## src/hdl/ehtk_pkg.sv

```systemverilog
// Shared types and constants for the event histogram top-k unit.
// No dependencies; every other file except ehtk_ram imports this package.
`timescale 1ns / 1ps

package ehtk_pkg;

  // Default sizing, handed to the top level parameters
  localparam int BIN_COUNT_DEF = 4096 + 1;
  localparam int TOP_SIZE_DEF  = 16;

  // Fixed field widths
  localparam int EVENT_W = 64;
  localparam int RANK_W  = 4;
  localparam int BINID_W = 13;
  localparam int COUNT_W = 64;

  // Opcode values of an input beat
  localparam logic OP_RECORD = 1'b0;
  localparam logic OP_REPORT = 1'b1;

  typedef struct packed {
    logic               opcode;
    logic [EVENT_W-1:0] event_id;
  } in_item_t;

  typedef struct packed {
    logic [RANK_W-1:0]  rank;
    logic [BINID_W-1:0] bin_id;
    logic [COUNT_W-1:0] bin_count;
    logic [COUNT_W-1:0] grand_total;
    logic               last_item;
  } out_item_t;

  // Controller to datapath
  typedef struct packed {
    logic clr_wr;      // write zero at the sweep address
    logic rec_rd;      // read the bin of the incoming event
    logic rec_wr;      // write back the incremented bin
    logic scan_start;  // restart sweep address, list, total, emit count
    logic scan_rd;     // read the bin at the sweep address
    logic ins_en;      // read data of a sweep read is valid this cycle
    logic emit_shift;  // result beat taken: advance the list
  } cmd_t;

  // Datapath to controller
  typedef struct packed {
    logic addr_last;   // sweep address is the last bin
    logic rec_hit;     // incoming event number lies below the bin count
    logic list_empty;  // no entry in the top list
    logic emit_last;   // head entry is the final one of the report
  } sts_t;

endpackage

```

## src/hdl/ehtk_ctrl.sv

```systemverilog
// Controller of the event histogram top-k unit: clear pass, record,
// sweep and result sequencing. Depends on ehtk_pkg.
`timescale 1ns / 1ps

module ehtk_ctrl (
  input  logic          clk,
  input  logic          rst_n,
  input  logic          in_valid,
  input  logic          in_opcode,
  output logic          in_stall,
  output logic          out_valid,
  input  logic          out_stall,
  input  ehtk_pkg::sts_t sts,
  output ehtk_pkg::cmd_t cmd
);

  import ehtk_pkg::*;

  typedef enum logic [2:0] {
    ST_CLEAR,
    ST_IDLE,
    ST_REC_WR,
    ST_SCAN,
    ST_SCAN_END,
    ST_CHECK,
    ST_EMIT
  } state_t;

  state_t state_r, state_nxt;
  logic   ins_en_r;

  // Decode commands and next state
  always_comb begin
    cmd       = '0;
    state_nxt = state_r;
    unique case (state_r)
      ST_CLEAR: begin
        cmd.clr_wr = 1'b1;
        if (sts.addr_last) begin
          state_nxt = ST_IDLE;
        end
      end
      ST_IDLE: begin
        if (in_valid) begin
          if (in_opcode == OP_REPORT) begin
            cmd.scan_start = 1'b1;
            state_nxt      = ST_SCAN;
          end else if (sts.rec_hit) begin
            cmd.rec_rd = 1'b1;
            state_nxt  = ST_REC_WR;
          end
        end
      end
      ST_REC_WR: begin
        cmd.rec_wr = 1'b1;
        state_nxt  = ST_IDLE;
      end
      ST_SCAN: begin
        cmd.scan_rd = 1'b1;
        if (sts.addr_last) begin
          state_nxt = ST_SCAN_END;
        end
      end
      ST_SCAN_END: begin
        state_nxt = ST_CHECK;
      end
      ST_CHECK: begin
        state_nxt = sts.list_empty ? ST_IDLE : ST_EMIT;
      end
      ST_EMIT: begin
        if (!out_stall) begin
          cmd.emit_shift = 1'b1;
          if (sts.emit_last) begin
            state_nxt = ST_IDLE;
          end
        end
      end
      default: begin
        state_nxt = ST_IDLE;
      end
    endcase
    cmd.ins_en = ins_en_r;
  end

  // Hold state and the delayed sweep-read flag
  always_ff @(posedge clk) begin
    if (!rst_n) begin
      state_r  <= ST_CLEAR;
      ins_en_r <= 1'b0;
    end else begin
      state_r  <= state_nxt;
      ins_en_r <= (state_r == ST_SCAN);
    end
  end

  assign in_stall  = (state_r != ST_IDLE);
  assign out_valid = (state_r == ST_EMIT);

endmodule

```

## config.mk

```make
export PLATFORM = sky130hd
export DESIGN_NAME = ehtk_ctrl
export DESIGN_NICKNAME = d
export VERILOG_FILES = /design/src/hdl/ehtk_pkg.sv /design/src/hdl/ehtk_ctrl.sv
export SDC_FILE = /design/constraint.sdc
export NUM_CORES = 1
export LEC_CHECK = 0
export BUFFER_PORTS_ARGS = -buffer_cell sky130_fd_sc_hd__buf_2
export CORE_AREA = 4 4 41 43
export DETAILED_ROUTE_END_ITERATION = 12
export DIE_AREA = 0 0 45 47
export HOLD_SLACK_MARGIN = 0.03
export PLACE_DENSITY_LB_ADDON = 0.05
export SETUP_SLACK_MARGIN = 0.02
export SYNTH_ARGS = -nofsm -noshare
export SYNTH_HDL_FRONTEND = slang
export SYNTH_SLANG_ARGS = --single-unit
```

## constraint.sdc

```tcl
create_clock -name clk -period 1.45 [get_ports clk]
set_input_delay 0.2175 -clock clk [delete_from_list [all_inputs] [get_ports clk]]
set_output_delay 0.2175 -clock clk [all_outputs]
set_load 0.02 [all_outputs]
```

==> out/qor.yml <==
clock_network:
  cts_root_buf: "clkbuf_4"
  clock-sinks: 4
  htreeDepth: 1
  clkLatencyLatePin_ns: 0.23
  cts.path.max_buffers: 2
  numCtsBuffers: 3
  cts_hold_buf: 0
  cts.clk_slew.worst_paths_ns: 0.04
  cts_tree: "done"
route:
  drt_wl_total_mm: 1.010
  drtAntennaViolNets: 0
  via_count: 391
  drt_iter0_markers: 9
  wire_per_inst_um: 12.63
  vias_per_cell: 4.888
  dr.pass1.iters: 3
  drc_errors: 0
timing:
  fin_crit_ns: 1.386
  finalMaxSlewViolations: 0
  period_share_pct: 95.59
  worst_slew_pin_slew_ns: 0.2882
  maxSlewHeadroom_pct: 80.65
  finalHoldViolations: 0
  rsz0062_at_grt: "true"
  fmax_mhz: 721.4
  finClkSkew_ns: 0.001281
  setup_viol: 0
synth:
  syn_avg_cell_area_sq_um: 9.384
  netlist.area_leader.share_pct: 22.46
  syn_nets: 47
  synth_top_cell_by_area: "dfxtp_1"
  synth_enable_flop_cells: 0
  syn_area_sq_um: 356.6
  async_flop_share_pct: 0
  yosysWarnings: 0
  syn_inst: 38
  yosysUniqueCellTypes: 28
  ys_seq_area_share_pct: 22.46
  synth_area_leaders: "dfxtp_1 (22%), buf_6 (6.3%), nor3b_4 (5.3%)"
  ys_ff_latch: 4
  synth_commonest_cells: "dfxtp_1 (4), inv_1 (3)"
  synth_most_common_cell: "dfxtp_1"
  synth_flop_cell: "dfxtp_1"
final_layout:
  final_nets: 76
  final_layout_size_suffix_gt1_share_pct: 64.62
  syn_to_final_growth_pct: 53.68
  finalNonFillerCells: 80
  antenna_cells: 0
global_route:
  busiest_layer: "met2"
  grt_pass1_vias: 328
  grt_pass1_wl_mm: 1.538
  met3_usage_pct: 6.513
  gr-total-overflow: 0
  use_met2_pct: 15.54
  grt_antenna_before_repair: 0
  grt_util_all_layers_pct: 10.26
  grtUsageMet1_pct: 12.47
  grt_max_degree: 14
worst_setup_path:
  worst_setup_path_start_kind: "flop"
  worstPathRequired_ns: 1.23
  crit_chain: "nor3b_4 > and4b_1 > buf_6"
  critPathArrivalTime_ns: 1.17
  critPathCaptureType: "output pin"
  path_class: "reg -> out"
  slowest_delay_ns: 0.37
  critPathSlowestCell: "dfxtp_4"
  cp_max_fo: 7
worst_hold_path:
  hp-class: "in -> reg"
floorplanning:
  pin_count: 18
  dieArea_sq_mm: 0.002115
  core_sq_mm: 0.001301
  die_h_um: 47
  start_util_pct: 27.40
  dieWidth_um: 45
  num_rows: 13
place:
  place.gp.congestion: 0.7254
  portBuffers: 17
  place_inst: 66
  dpl.hpwl_um: 679
power:
  vdd_ir_drop_max_v: 0.0005578
  powerDensity_mw_per_mm2: 870.8
  power_leakage_nw: 0.2837
  finalPower_mw: 0.4772
run:
  maxCapViolations: 0
outcome:
  status: "finished, final reports clean"
-- metal layers --
layer / part of all wire [%] / vias up
met1: 39 / 183
met3: 7.1 / 0
met4: 0 / 0
met2: 53 / 14
met5: 0 / -
li1: - / 194
-- worst max-delay path: cells and delay by family (launching register included) --
family	cells	cell delay, ns
flip-flops	1	0.37
buffers and inverters	1	0.12
AND/OR/NAND/NOR	2	0.45
-- sequential cells by signal, summed over array words and instances, names as in the netlist --
signal and count:
state_r 3, ins_en_r 1
-- layout make-up --
type | instances | area [sq um]
well taps | 15 | 18.77
clock buffers | 3 | 22.52
multi-input cells | 27 | 227.7
fillers | 151 | 753.2
flip-flops and latches | 4 | 91.34
inverters | 3 | 11.26
repair buffers | 28 | 176.4
-- kinds of logic after synthesis --
kind of cell / count (synthesis) / share of synthesized area, %
AOI/OAI and AO/OA: 10 / 27.02
xor gates and xnor gates: 1 / 2.457
buffers and inverters: 7 / 13.68
DFF: 4 / 22.46
and+or+nand+nor: 16 / 34.39
-- layout by cell type (no fill, tap or decap), types with 2 or more instances in the layout --
cell type / n
buf_2: 15
buf_4: 12
clkbuf_4: 3
dfxtp_4: 3
inv_1: 3
nand2_1: 2
nor2_1: 2
nor3b_1: 2
-- timing repair --
action / in CTS / in global routing
gates resized for setup: 7 / 2
endpoints found under the setup margin: 7 / 4
pin swaps: 0 / 2
setup buffers: 1 / 10
gates cloned: 0 / 0
-- power by group --
group          switching [mW]  internal, mW
Clock                  0.0440        0.0925
Sequential             0.0186         0.121
Combinational          0.0941         0.107
Total                   0.157         0.321
-- per-stage QoR --
step           setup slack, ns  hold WS, ns  utilization, %  TNS (ns)  instance area (sq um)
2_1_floorplan           0.1841       0.3403               -         0                  356.6
3_3_place_gp           0.09624       0.5052           32.50         0                  422.9
3_5_place_dp           0.07079       0.5142           32.50         0                  422.9
4_1_cts                0.03292       0.2588           35.87         0                  466.7
5_1_grt               -0.01970       0.2740           42.12  -0.01970                  548.0
6_report               0.06388       0.2678           42.12         0                  548.0
-- worst paths after layout --
path	startpoint	slack, ns	cells after the start	endpoint
max reg2reg	state_r[1]$_SDFFE_PN0P_	0.08	5	state_r[2]$_SDFFE_PN0P_
min	rst_n	0.27	3	state_r[0]$_SDFFE_PN0P_
max	state_r[1]$_SDFFE_PN0P_	0.06	3	cmd[5]
min reg2reg	state_r[0]$_SDFFE_PN0P_	0.62	2	state_r[2]$_SDFFE_PN0P_
Note: power is estimated with default switching activity, not from simulation.
